## src/design/mrr_pkg.sv

```systemverilog
// shared types and constants of the modbus rtu register responder
package mrr_pkg;

    localparam logic [15:0] CRC_POLY  = 16'hA001;
    localparam logic [15:0] CRC_INIT  = 16'hFFFF;
    localparam logic [15:0] HOLD_ADDR = 16'h0001;
    localparam int          CRC_STEPS = 8;

    localparam logic [7:0] ERR_NONE   = 8'h00;
    localparam logic [7:0] ERR_CRC    = 8'h01;
    localparam logic [7:0] ERR_CMD    = 8'h02;
    localparam logic [7:0] ERR_REG    = 8'h03;
    localparam logic [7:0] ERR_COUNT  = 8'h04;
    localparam logic [7:0] ERR_SLAVE  = 8'h07;
    localparam logic [7:0] READ_BYTES = 8'h02;

    localparam logic [1:0] CFG_SLAVE = 2'd0;
    localparam logic [1:0] CFG_READ  = 2'd1;
    localparam logic [1:0] CFG_WRITE = 2'd2;

    localparam logic [1:0] KIND_ERR   = 2'd0;
    localparam logic [1:0] KIND_READ  = 2'd1;
    localparam logic [1:0] KIND_WRITE = 2'd2;

    typedef struct packed {
        logic       start;
        logic       init;
        logic [7:0] data;
    } t_crc_ctl;

    typedef struct packed {
        logic        busy;
        logic [15:0] crc;
    } t_crc_sts;

endpackage

```

## src/design/modbus_rtu_register_responder.sv

```systemverilog
// modbus rtu responder top: request capture, checks and response sequencing
// a request byte is stored; once the byte two places back exists, it is folded into the
// bit-serial crc (8 steps of the shared crc unit) while busy holds off the next byte; the
// last byte then adds a check state; each response body byte passes select, load and wait
// states (memory read, crc fold, emission), then one per crc byte; results cannot be stalled
// synchronous active-low reset clears the sequencer, byte count and holding register and
// loads the config defaults
module modbus_rtu_register_responder #(
    parameter int FRAME_BYTES = 16
) (
    input  logic        i_clk,
    input  logic        i_rst_n,
    input  logic        start,
    output logic        busy,
    input  logic [7:0]  i_rx_byte,
    input  logic        i_frame_end,
    input  logic        i_cfg_we,
    input  logic [1:0]  i_cfg_index,
    input  logic [7:0]  i_cfg_data,
    output logic        o_strobe,
    output logic [7:0]  o_tx_byte,
    output logic        o_tx_last,
    output logic [15:0] o_holding_value
);

    localparam int CW = $clog2(FRAME_BYTES + 1);
    localparam int AW = $clog2(FRAME_BYTES);

    localparam logic [2:0] S_IDLE   = 3'd0;
    localparam logic [2:0] S_RXWAIT = 3'd1;
    localparam logic [2:0] S_CHECK  = 3'd2;
    localparam logic [2:0] S_TXSEL  = 3'd3;
    localparam logic [2:0] S_TXLOAD = 3'd4;
    localparam logic [2:0] S_TXWAIT = 3'd5;
    localparam logic [2:0] S_TXCRC0 = 3'd6;
    localparam logic [2:0] S_TXCRC1 = 3'd7;

    logic [2:0]    r_state;
    logic [CW-1:0] r_count;
    logic          r_ovf;
    logic          r_end;
    logic [15:0]   r_hold;
    logic [7:0]    r_slave;
    logic [7:0]    r_rd_op;
    logic [7:0]    r_wr_op;
    logic          r_strobe;
    logic          r_last;
    logic [7:0]    r_txb;
    logic [CW-1:0] r_tk;
    logic [CW-1:0] r_rlen;
    logic [7:0]    r_err;
    logic [1:0]    r_kind;

    // captured request fields
    logic [7:0]  r_addr;
    logic [7:0]  r_cmd;
    logic [15:0] r_reg;
    logic [15:0] r_data;
    logic [7:0]  r_b1;
    logic [7:0]  r_b2;

    logic              w_accept;
    logic              w_stored;
    logic              w_fold;
    logic [7:0]        w_mem_q;
    logic [7:0]        w_reg_byte;
    logic [7:0]        w_tx_src;
    logic [CW-1:0]     w_tk_inc;
    logic [CW-1:0]     w_body;
    logic [7:0]        n_err;
    logic [1:0]        n_kind;
    logic [CW-1:0]     n_rlen;
    mrr_pkg::t_crc_ctl w_crc_ctl;
    mrr_pkg::t_crc_sts w_crc_sts;

    assign busy     = (r_state != S_IDLE);
    assign w_accept = start && (r_state == S_IDLE);
    assign w_stored = (r_count < CW'(FRAME_BYTES));
    // the byte two places back is known to be covered by the request crc
    assign w_fold   = w_accept && w_stored && (r_count >= CW'(2));
    assign w_tk_inc = r_tk + CW'(1);
    assign w_body   = r_rlen - CW'(2);

    mrr_frame_buf #(
        .DEPTH (FRAME_BYTES)
    ) u_buf (
        .i_clk   (i_clk),
        .i_we    (w_accept && w_stored),
        .i_waddr (r_count[AW-1:0]),
        .i_wdata (i_rx_byte),
        .i_raddr (r_tk[AW-1:0]),
        .o_rdata (w_mem_q)
    );

    mrr_crc_serial u_crc (
        .i_clk   (i_clk),
        .i_rst_n (i_rst_n),
        .i_ctl   (w_crc_ctl),
        .o_sts   (w_crc_sts)
    );

    always_comb begin
        case (r_tk)
            CW'(0):  w_reg_byte = r_addr;
            CW'(1):  w_reg_byte = r_cmd;
            CW'(2):  w_reg_byte = (r_kind == mrr_pkg::KIND_ERR) ? r_err : mrr_pkg::READ_BYTES;
            CW'(3):  w_reg_byte = r_hold[15:8];
            default: w_reg_byte = r_hold[7:0];
        endcase
    end

    assign w_tx_src = (r_kind == mrr_pkg::KIND_WRITE) ? w_mem_q : w_reg_byte;

    always_comb begin
        w_crc_ctl.start = w_fold || (r_state == S_TXLOAD);
        if (r_state == S_TXLOAD) begin
            w_crc_ctl.init = (r_tk == '0);
            w_crc_ctl.data = w_tx_src;
        end else begin
            w_crc_ctl.init = (r_count == CW'(2));
            w_crc_ctl.data = r_b2;
        end
    end

    // later checks override earlier codes
    always_comb begin
        n_err = mrr_pkg::ERR_NONE;
        if (r_addr != r_slave) begin
            n_err = mrr_pkg::ERR_SLAVE;
        end
        if ({r_b1, r_b2} != w_crc_sts.crc) begin
            n_err = mrr_pkg::ERR_CRC;
        end
        if ((r_cmd == r_rd_op) && (r_data != 16'h0001)) begin
            n_err = mrr_pkg::ERR_COUNT;
        end
        if (r_reg == mrr_pkg::HOLD_ADDR) begin
            if ((r_cmd != r_rd_op) && (r_cmd != r_wr_op)) begin
                n_err = mrr_pkg::ERR_CMD;
            end
        end else begin
            n_err = mrr_pkg::ERR_REG;
        end
        if (n_err != mrr_pkg::ERR_NONE) begin
            n_kind = mrr_pkg::KIND_ERR;
            n_rlen = CW'(5);
        end else if (r_cmd == r_rd_op) begin
            n_kind = mrr_pkg::KIND_READ;
            n_rlen = CW'(7);
        end else begin
            n_kind = mrr_pkg::KIND_WRITE;
            n_rlen = r_count;
        end
    end

    always_ff @(posedge i_clk) begin
        if (!i_rst_n) begin
            r_state  <= S_IDLE;
            r_count  <= '0;
            r_ovf    <= 1'b0;
            r_end    <= 1'b0;
            r_hold   <= '0;
            r_slave  <= 8'h01;
            r_rd_op  <= 8'h03;
            r_wr_op  <= 8'h06;
            r_strobe <= 1'b0;
            r_last   <= 1'b0;
            r_txb    <= '0;
            r_tk     <= '0;
            r_rlen   <= '0;
            r_err    <= '0;
            r_kind   <= mrr_pkg::KIND_ERR;
        end else begin
            r_strobe <= 1'b0;
            r_last   <= 1'b0;
            if (i_cfg_we) begin
                case (i_cfg_index)
                    mrr_pkg::CFG_SLAVE: r_slave <= i_cfg_data;
                    mrr_pkg::CFG_READ:  r_rd_op <= i_cfg_data;
                    mrr_pkg::CFG_WRITE: r_wr_op <= i_cfg_data;
                    default: ;
                endcase
            end
            case (r_state)
                S_IDLE: begin
                    if (start) begin
                        if (w_stored) begin
                            r_count <= r_count + CW'(1);
                        end else begin
                            r_ovf <= 1'b1;
                        end
                        if (w_fold) begin
                            r_end   <= i_frame_end;
                            r_state <= S_RXWAIT;
                        end else if (i_frame_end) begin
                            r_state <= S_CHECK;
                        end
                    end
                end
                S_RXWAIT: begin
                    if (!w_crc_sts.busy) begin
                        r_state <= r_end ? S_CHECK : S_IDLE;
                    end
                end
                S_CHECK: begin
                    r_count <= '0;
                    r_ovf   <= 1'b0;
                    if (r_ovf || (r_count < CW'(4))) begin
                        r_state <= S_IDLE;
                    end else begin
                        r_err  <= n_err;
                        r_kind <= n_kind;
                        r_rlen <= n_rlen;
                        r_tk   <= '0;
                        if (n_kind == mrr_pkg::KIND_WRITE) begin
                            r_hold <= r_data;
                        end
                        r_state <= S_TXSEL;
                    end
                end
                S_TXSEL: begin
                    r_state <= S_TXLOAD;
                end
                S_TXLOAD: begin
                    r_strobe <= 1'b1;
                    r_txb    <= w_tx_src;
                    r_state  <= S_TXWAIT;
                end
                S_TXWAIT: begin
                    if (!w_crc_sts.busy) begin
                        r_tk    <= w_tk_inc;
                        r_state <= (w_tk_inc == w_body) ? S_TXCRC0 : S_TXSEL;
                    end
                end
                S_TXCRC0: begin
                    r_strobe <= 1'b1;
                    r_txb    <= w_crc_sts.crc[7:0];
                    r_state  <= S_TXCRC1;
                end
                S_TXCRC1: begin
                    r_strobe <= 1'b1;
                    r_last   <= 1'b1;
                    r_txb    <= w_crc_sts.crc[15:8];
                    r_state  <= S_IDLE;
                end
                default: begin
                    r_state <= S_IDLE;
                end
            endcase
        end
    end

    // field capture, missing data bytes read as zero
    always_ff @(posedge i_clk) begin
        if (w_accept && w_stored) begin
            r_b2 <= r_b1;
            r_b1 <= i_rx_byte;
            case (r_count)
                CW'(0): begin
                    r_addr <= i_rx_byte;
                    r_data <= '0;
                end
                CW'(1):  r_cmd        <= i_rx_byte;
                CW'(2):  r_reg[15:8]  <= i_rx_byte;
                CW'(3):  r_reg[7:0]   <= i_rx_byte;
                CW'(4):  r_data[15:8] <= i_rx_byte;
                CW'(5):  r_data[7:0]  <= i_rx_byte;
                default: ;
            endcase
        end
    end

    assign o_strobe        = r_strobe;
    assign o_tx_byte       = r_txb;
    assign o_tx_last       = r_last;
    assign o_holding_value = r_hold;

`ifndef SYNTHESIS
    a_crc_busy_in_frame: assert property (@(posedge i_clk) disable iff (!i_rst_n)
        w_crc_sts.busy |-> busy)
        else $error("crc unit running while responder idle");

    a_last_has_strobe: assert property (@(posedge i_clk) disable iff (!i_rst_n)
        o_tx_last |-> o_strobe)
        else $error("last flag without strobe");

    a_last_ends_response: assert property (@(posedge i_clk) disable iff (!i_rst_n)
        (o_strobe && o_tx_last) |=> !o_strobe)
        else $error("strobe right after last response byte");

    a_check_crc_settled: assert property (@(posedge i_clk) disable iff (!i_rst_n)
        (r_state == S_CHECK) |-> !w_crc_sts.busy)
        else $error("request checked before crc finished");
`endif

endmodule

```

## src/design/mrr_crc_serial.sv

```systemverilog
// bit-serial crc-16 unit, one data bit per cycle
module mrr_crc_serial (
    input  logic              i_clk,
    input  logic              i_rst_n,
    input  mrr_pkg::t_crc_ctl i_ctl,
    output mrr_pkg::t_crc_sts o_sts
);

    localparam int CNT_W = $clog2(mrr_pkg::CRC_STEPS + 1);

    logic [15:0]      r_crc;
    logic [7:0]       r_sh;
    logic [CNT_W-1:0] r_cnt;
    logic             w_fb;
    logic [15:0]      n_crc;

    assign w_fb  = r_crc[0] ^ r_sh[0];
    assign n_crc = {1'b0, r_crc[15:1]} ^ (w_fb ? mrr_pkg::CRC_POLY : 16'h0000);

    always_ff @(posedge i_clk) begin
        if (!i_rst_n) begin
            r_cnt <= '0;
            r_crc <= mrr_pkg::CRC_INIT;
        end else if (i_ctl.start) begin
            r_cnt <= CNT_W'(mrr_pkg::CRC_STEPS);
            r_crc <= i_ctl.init ? mrr_pkg::CRC_INIT : r_crc;
        end else if (r_cnt != '0) begin
            r_cnt <= r_cnt - CNT_W'(1);
            r_crc <= n_crc;
        end
    end

    always_ff @(posedge i_clk) begin
        if (i_ctl.start) begin
            r_sh <= i_ctl.data;
        end else if (r_cnt != '0) begin
            r_sh <= {1'b0, r_sh[7:1]};
        end
    end

    assign o_sts.busy = (r_cnt != '0);
    assign o_sts.crc  = r_crc;

endmodule

```

## src/design/mrr_frame_buf.sv

```systemverilog
// request byte store with one write and one registered read port
module mrr_frame_buf #(
    parameter int DEPTH = 16
) (
    input  logic                     i_clk,
    input  logic                     i_we,
    input  logic [$clog2(DEPTH)-1:0] i_waddr,
    input  logic [7:0]               i_wdata,
    input  logic [$clog2(DEPTH)-1:0] i_raddr,
    output logic [7:0]               o_rdata
);

    logic [7:0] r_mem [DEPTH];
    logic [7:0] r_q;

    always_ff @(posedge i_clk) begin
        if (i_we) begin
            r_mem[i_waddr] <= i_wdata;
        end
    end

    always_ff @(posedge i_clk) begin
        r_q <= r_mem[i_raddr];
    end

    assign o_rdata = r_q;

endmodule

```

## config.mk

```make
export PLATFORM = sky130hd
export DESIGN_NAME = modbus_rtu_register_responder
export DESIGN_NICKNAME = d
export VERILOG_FILES = /design/src/design/mrr_pkg.sv /design/src/design/modbus_rtu_register_responder.sv /design/src/design/mrr_crc_serial.sv /design/src/design/mrr_frame_buf.sv
export SDC_FILE = /design/constraint.sdc
export NUM_CORES = 1
export LEC_CHECK = 0
export BUFFER_PORTS_ARGS = -buffer_cell sky130_fd_sc_hd__buf_2
export CORE_AREA = 2 2 155 157
export DETAILED_ROUTE_END_ITERATION = 10
export DIE_AREA = 0 0 157 159
export PLACE_DENSITY = 0.81
export SLEW_MARGIN = 10
export SYNTH_ARGS = -nofsm -noshare
export SYNTH_HDL_FRONTEND = slang
export SYNTH_SLANG_ARGS = --single-unit
export TNS_END_PERCENT = 100
```

## constraint.sdc

```tcl
create_clock -name i_clk -period 8.75 [get_ports i_clk]
set_clock_uncertainty 0.05 [all_clocks]
set_input_delay 1.75 -clock i_clk [delete_from_list [all_inputs] [get_ports i_clk]]
set_output_delay 1.75 -clock i_clk [all_outputs]
set_load 0.01 [all_outputs]
```

# After elaboration in Yosys (flattened, before gate mapping)
# Memory sizes are Yosys's and may differ from the RTL's. A register that Yosys moved wholly into a read port is not among the register bits.
# Index checks and enable logic that the tools add are counted.
[word_totals] ramBits=128 memories=1 latchBits=0 wordCells=160 ff_bits=172 romBits=0
[op_classes] div=0 n_lt_le_gt_ge=3 shifts=0 eq_ne=35 reduce_logical=40 addsub=4 bitwise=4 mux=46 mul=0
[memory_table] memory="u_buf.r_mem" words=16 word_bits=8 rd=1 rd_clocked_by_memory_dff=1 wr=1 line_no="mrr_frame_buf.sv:13" source="logic [7:0] r_mem [DEPTH];"
[op_table] op="16-bit 2-to-1 mux" n=4
[op_table] op="8-bit 2-to-1 mux" n=8
[op_table] op="8-bit case mux with 2 select lines" n=2
[op_table] op="8-bit case mux with 4 select lines" n=1
[op_table] op="5-bit 2-to-1 mux" n=6
[op_table] op="8-bit inequality test" n=3
[op_table] op="3-bit case mux with 8 select lines" n=1
[op_table] op="8-bit case mux with 3 select lines" n=1
[op_table] op="2-bit AND reduction" n=11
[op_table] op="3-bit 2-to-1 mux" n=7
[op_table] op="5-bit by 2-bit == test with 1-bit output (second input constant)" n=4
[op_table] op="5-bit case mux with 2 select lines" n=2
[op_table] op="16-bit by 1-bit == test with 1-bit output (second input constant)" n=1
[op_table] op="16-bit by 1-bit inequality test with 1-bit output (second input constant)" n=1
[op_table] op="16-bit inequality test" n=1
[op_table] op="15-bit by 16-bit bitwise XOR with 16-bit output" n=1
[op_table] op="3-bit AND reduction" n=5
[op_table] op="2-bit inequality test (second input constant)" n=7
[op_table] op="3-bit == test (second input constant)" n=4
[op_table] op="5-bit by 1-bit adder with 5-bit output (second input constant)" n=2
[op_table] op="5-bit by 1-bit == test with 1-bit output (second input constant)" n=2
[op_table] op="5-bit by 3-bit == test with 1-bit output (second input constant)" n=2
[op_table] op="5-bit zero test" n=2
[op_table] op="2-bit nonzero test" n=5
[op_table] op="29 further kinds" n=49

# Longest topological paths before layout
[logic_depth] depth_word=10 ltp_mapped=11

# By module
# From an unflattened synthesis, not the netlist that was laid out.
[unflattened] hier_cells=952 hier_area_um2=12821.0
[by_module_without_submodules] module="modbus_rtu_register_responder" area_each_um2=6429.9 cells_each=605 n_inst=1
[by_module_without_submodules] module="mrr_frame_buf" area_each_um2=5147.4 cells_each=229 n_inst=1
[by_module_without_submodules] module="mrr_crc_serial" area_each_um2=1243.7 cells_each=118 n_inst=1

# Worst setup path before layout
# No wires, ideal clock.
[synth_path] path_type="input to register" startpoint="in start" endpoint="reg r_cmd[0] (enable)" cell_stages=4 path_buffers=1 path_slack_ns=5.100 required_ns=8.368 setup_ns=0.332 arrival_time_ns=3.268 cell_sequence="nand2b_1 > nor2_1 > clkbuf_1 > and3_1"
[synth_via] elab_chain_len=3
[synth_rtl] item="start: declaration" line_no="modbus_rtu_register_responder.sv:13" source="input logic start,"
[synth_rtl] item="1-bit logical AND" line_no="modbus_rtu_register_responder.sv:77" source="assign w_accept = start && (r_state == S_IDLE);"
[synth_rtl] item="1-bit logical AND"
[synth_rtl] item="via u_buf.i_we" line_no="mrr_frame_buf.sv:6" source="input logic i_we,"
[synth_rtl] item="2-bit AND reduction (no source line)"
[synth_rtl] item="end signal: assignment" line_no="modbus_rtu_register_responder.sv:263" source="CW'(1): r_cmd <= i_rx_byte;"
[synth_rtl] item="end: declaration" line_no="modbus_rtu_register_responder.sv:56" source="logic [7:0] r_cmd;"
# The timed path passes the listed nets, and every way through them passes these cells.
# A chain may end at the register's enable or synchronous reset.

# Worst setup path after layout
[layout_path] startpoint="in start" endpoint="mem u_buf.r_mem[9][6] (enable)"
[layout_via] elab_chain_len=4
[layout_rtl] item="1-bit logical AND" line_no="modbus_rtu_register_responder.sv:77"
[layout_rtl] item="1-bit logical AND" line_no="modbus_rtu_register_responder.sv:88" source=".i_we (w_accept && w_stored),"
[layout_rtl] item="1-bit 2-to-1 mux" line_no="mrr_frame_buf.sv:17" source="if (i_we) begin"
[layout_rtl] item="1-bit 2-to-1 mux (implied by the code)" line_no="mrr_frame_buf.sv:18" source="r_mem[i_waddr] <= i_wdata;"
[layout_rtl] item="end: declaration" line_no="mrr_frame_buf.sv:13"
# Every way passes these cells.

==> metrics.cfg <==
[drt]
detail_route.first_pass.iterations = 6
routed_wl_mm = 28.45
vias = 7717
drtIter0Drc = 729
via_per_inst = 6.024
routedWlPerCell_um = 22.21
detail-route-antenna-nets = 0
drc = 0

[setup_path]
startpoint_type = input pin
crit_type = in2reg
cp_max_fo = 33
cp-end-kind = flop
slowest_stage = nor3_1
cp_cell_sequence = buf_2 > nand2b_1 > nor2_2 > buf_4 > nand2_1 > nor3_1
worst_ep_arrival_time_ps = 3760
cp_slowest_stage_delay_ps = 970
required_ps = 8880

[global_routing]
grt_pass1_wl_mm = 43.70
grt_pass1_vias = 7395
grt_overflow = 0
grt_max_degree = 68
grt_usage_pct = 22.92
antenna_found_initial = 0

[synthesis]
synth_top_area_share_pct = 47.78
synth.area.top_cells = edfxtp_1 (48%), dfxtp_1 (16%), mux4_2 (7.2%), xnor2_1 (3.6%), mux2i_1 (3.6%)
synth_seq_area_share_pct = 64.18
yosysMostFrequentCell = edfxtp_1
avgSynthCellArea_um2 = 13.98
synth_top_cell_by_area = edfxtp_1
ys_types = 67
ys_async_sr_fraction_pct = 0
synth_area_um2 = 12570
ys_ff_latch = 303
ys_top_cells_by_count = edfxtp_1 (200), dfxtp_1 (103), nand2_1 (64)
synthFlopType = edfxtp_1
synthCells = 899
synth_edf_count = 200
syn_nets = 933
yosysWarnings = 0

[power_and_ir_drop]
comb_power_share_pct = 10.4
p_int_mw = 2.500
swShare_pct = 24.36
p_leak_nw = 4.837
power_frac_clock_pct = 38.3
power_frac_seq_pct = 51.3
cellPowerDensity_nw_per_um2 = 235.8
p_switching_uw = 804.9
peakVddDrop_v = 0.0001505

[floorplan]
core-area_um2 = 23190
dieArea_um2 = 24960
io_pins = 50
start_util_pct = 54.20
die_y_um = 159
fp.dieW_um = 157
num_rows = 56

[clock_network]
post_cts_buffers = 0
post_cts_resized = 0
cts_tree = yes
clockBufferDepth = 3
worst_skew_pair.late_latency_ps = 560
cts_made_buffers = 30
cts_max_level = 1
cts-root-buf = clkbuf_16
ctsHoldBuffers = 0
clkTransAtPathRegs_ps = 60
clock-sinks = 303

[final_layout]
area_growth_pct = 11.48
diodes = 0
largest_reg_flops = 128
drive_above_1_share_pct = 16.74
fin_area_um2 = 14010
regMostFlops = u_buf.r_mem
fin_cells = 1281
nNetsFinal = 972

[min_path]
hold_class = reg2reg

[sta]
rsz0062_at_grt = false
worst_pin_slew_ps = 1156
fin_crit_ps = 3631
max_slew_margin_pct = 22.37
drv_slew = 0
hold_viol = 0
fin_crit_sh_pct = 41.49
finalSetupViolCount = 0
finalSetupTns_ps = 0
fmax_ghz = 0.2754

[placed_design]
post-place-cells = 1225
dp_hpwl_mm = 18.41
gp_congestion = 0.8619
port_buffers = 49
place_area_um2 = 13030

[run_status]
status = completed

[run]
drv_cap = 0

[area by class of cell]
type / count / area, um^2
inverter: 21 / 78.83
clock inverter: 16 / 142.6
sequential: 303 / 8069
clock buffer: 40 / 838.3
tap: 319 / 399.1
fill: 1723 / 9180
multi-input combinational: 526 / 4187
timing repair buffer: 56 / 297.8
[cells in the final DEF (no fill, tap or decap), types with 14 or more instances in the layout]
| cell type | netlist | layout |
|---|---|---|
| xnor2_1 | 52 | 52 |
| nand4_1 | 16 | 16 |
| nor2_1 | 52 | 51 |
| and2_1 | 19 | 19 |
| o21ai_0 | 36 | 36 |
| nor3_1 | 18 | 17 |
| clkbuf_16 | 0 | 30 |
| and3_1 | 15 | 15 |
| buf_2 | 5 | 49 |
| o22a_1 | 14 | 14 |
| inv_1 | 19 | 19 |
| dfxtp_1 | 103 | 102 |
| edfxtp_1 | 200 | 200 |
| a21oi_1 | 19 | 19 |
| nand2_1 | 64 | 64 |
| mux2i_1 | 45 | 45 |
| mux4_2 | 40 | 40 |
[power by group through the flow]
stage / registers (mW) / clock network [mW] / logic (mW)
global placement: 1.72 / 0 / 0.331
CTS: 1.70 / 1.28 / 0.344
finish: 1.70 / 1.26 / 0.343
floorplan: 1.70 / 0 / 0.255
global route: 1.70 / 1.34 / 0.375
detailed placement: 1.73 / 0 / 0.341
[stage by stage]
step | hold WS (ps) | worst slack, ps | total power, mW | util, %
finish | 430.7 | 5119 | 3.305 | 60.42
detailed placement | 424.3 | 4566 | 2.067 | 56.17
CTS | 440.9 | 5090 | 3.317 | 60.40
global placement | 419.8 | 4746 | 2.053 | 56.17
floorplan | 398.7 | 5100 | 1.957 | -
global route | 445.2 | 4975 | 3.418 | 60.42
[per-layer routing]
layer	global-route usage [%]	routed length, um	share of wire [%]	vias up
li1	-	-	-	3485
met1	33.29	11990	42	3841
met2	37.20	13840	49	341
met3	3.048	2054	7.2	50
met4	5.171	573	2.0	0
met5	0	0	0	-
[kinds of logic after synthesis]
| kind of cell | count (synthesis) | share of synthesized area [%] |
|---|---|---|
| adder cells (fa/ha/maj) | 11 | 1.095 |
| AND/OR/NAND/NOR | 240 | 9.885 |
| XOR/XNOR | 58 | 4.041 |
| multiplexers | 89 | 11.11 |
| AO/OA/AOI/OAI | 128 | 7.117 |
| flip-flops | 303 | 64.18 |
| buffers and inverters | 70 | 2.568 |
[critical path: cells and delay by family]
| family | cells | cell delay, ps |
|---|---|---|
| buffers and inverters | 2 | 450 |
| and+or+nand+nor | 4 | 1530 |
[path summary, 6_finish.rpt]
check / end / cells after the start / slack, ps / startpoint
max: u_buf.r_mem[9][6]$_DFFE_PP_ / 6 / 5120 / start
min: r_b2[3]$_DFFE_PP_ / 0 / 430 / r_b1[3]$_DFFE_PP_
max reg2reg: r_rlen[2]$_SDFFE_PN0P_ / 5 / 5540 / r_state[1]$_SDFFE_PN0P_
min reg2reg: r_b2[3]$_DFFE_PP_ / 0 / 430 / r_b1[3]$_DFFE_PP_
No activity file was read; power rests on OpenSTA's default activity.
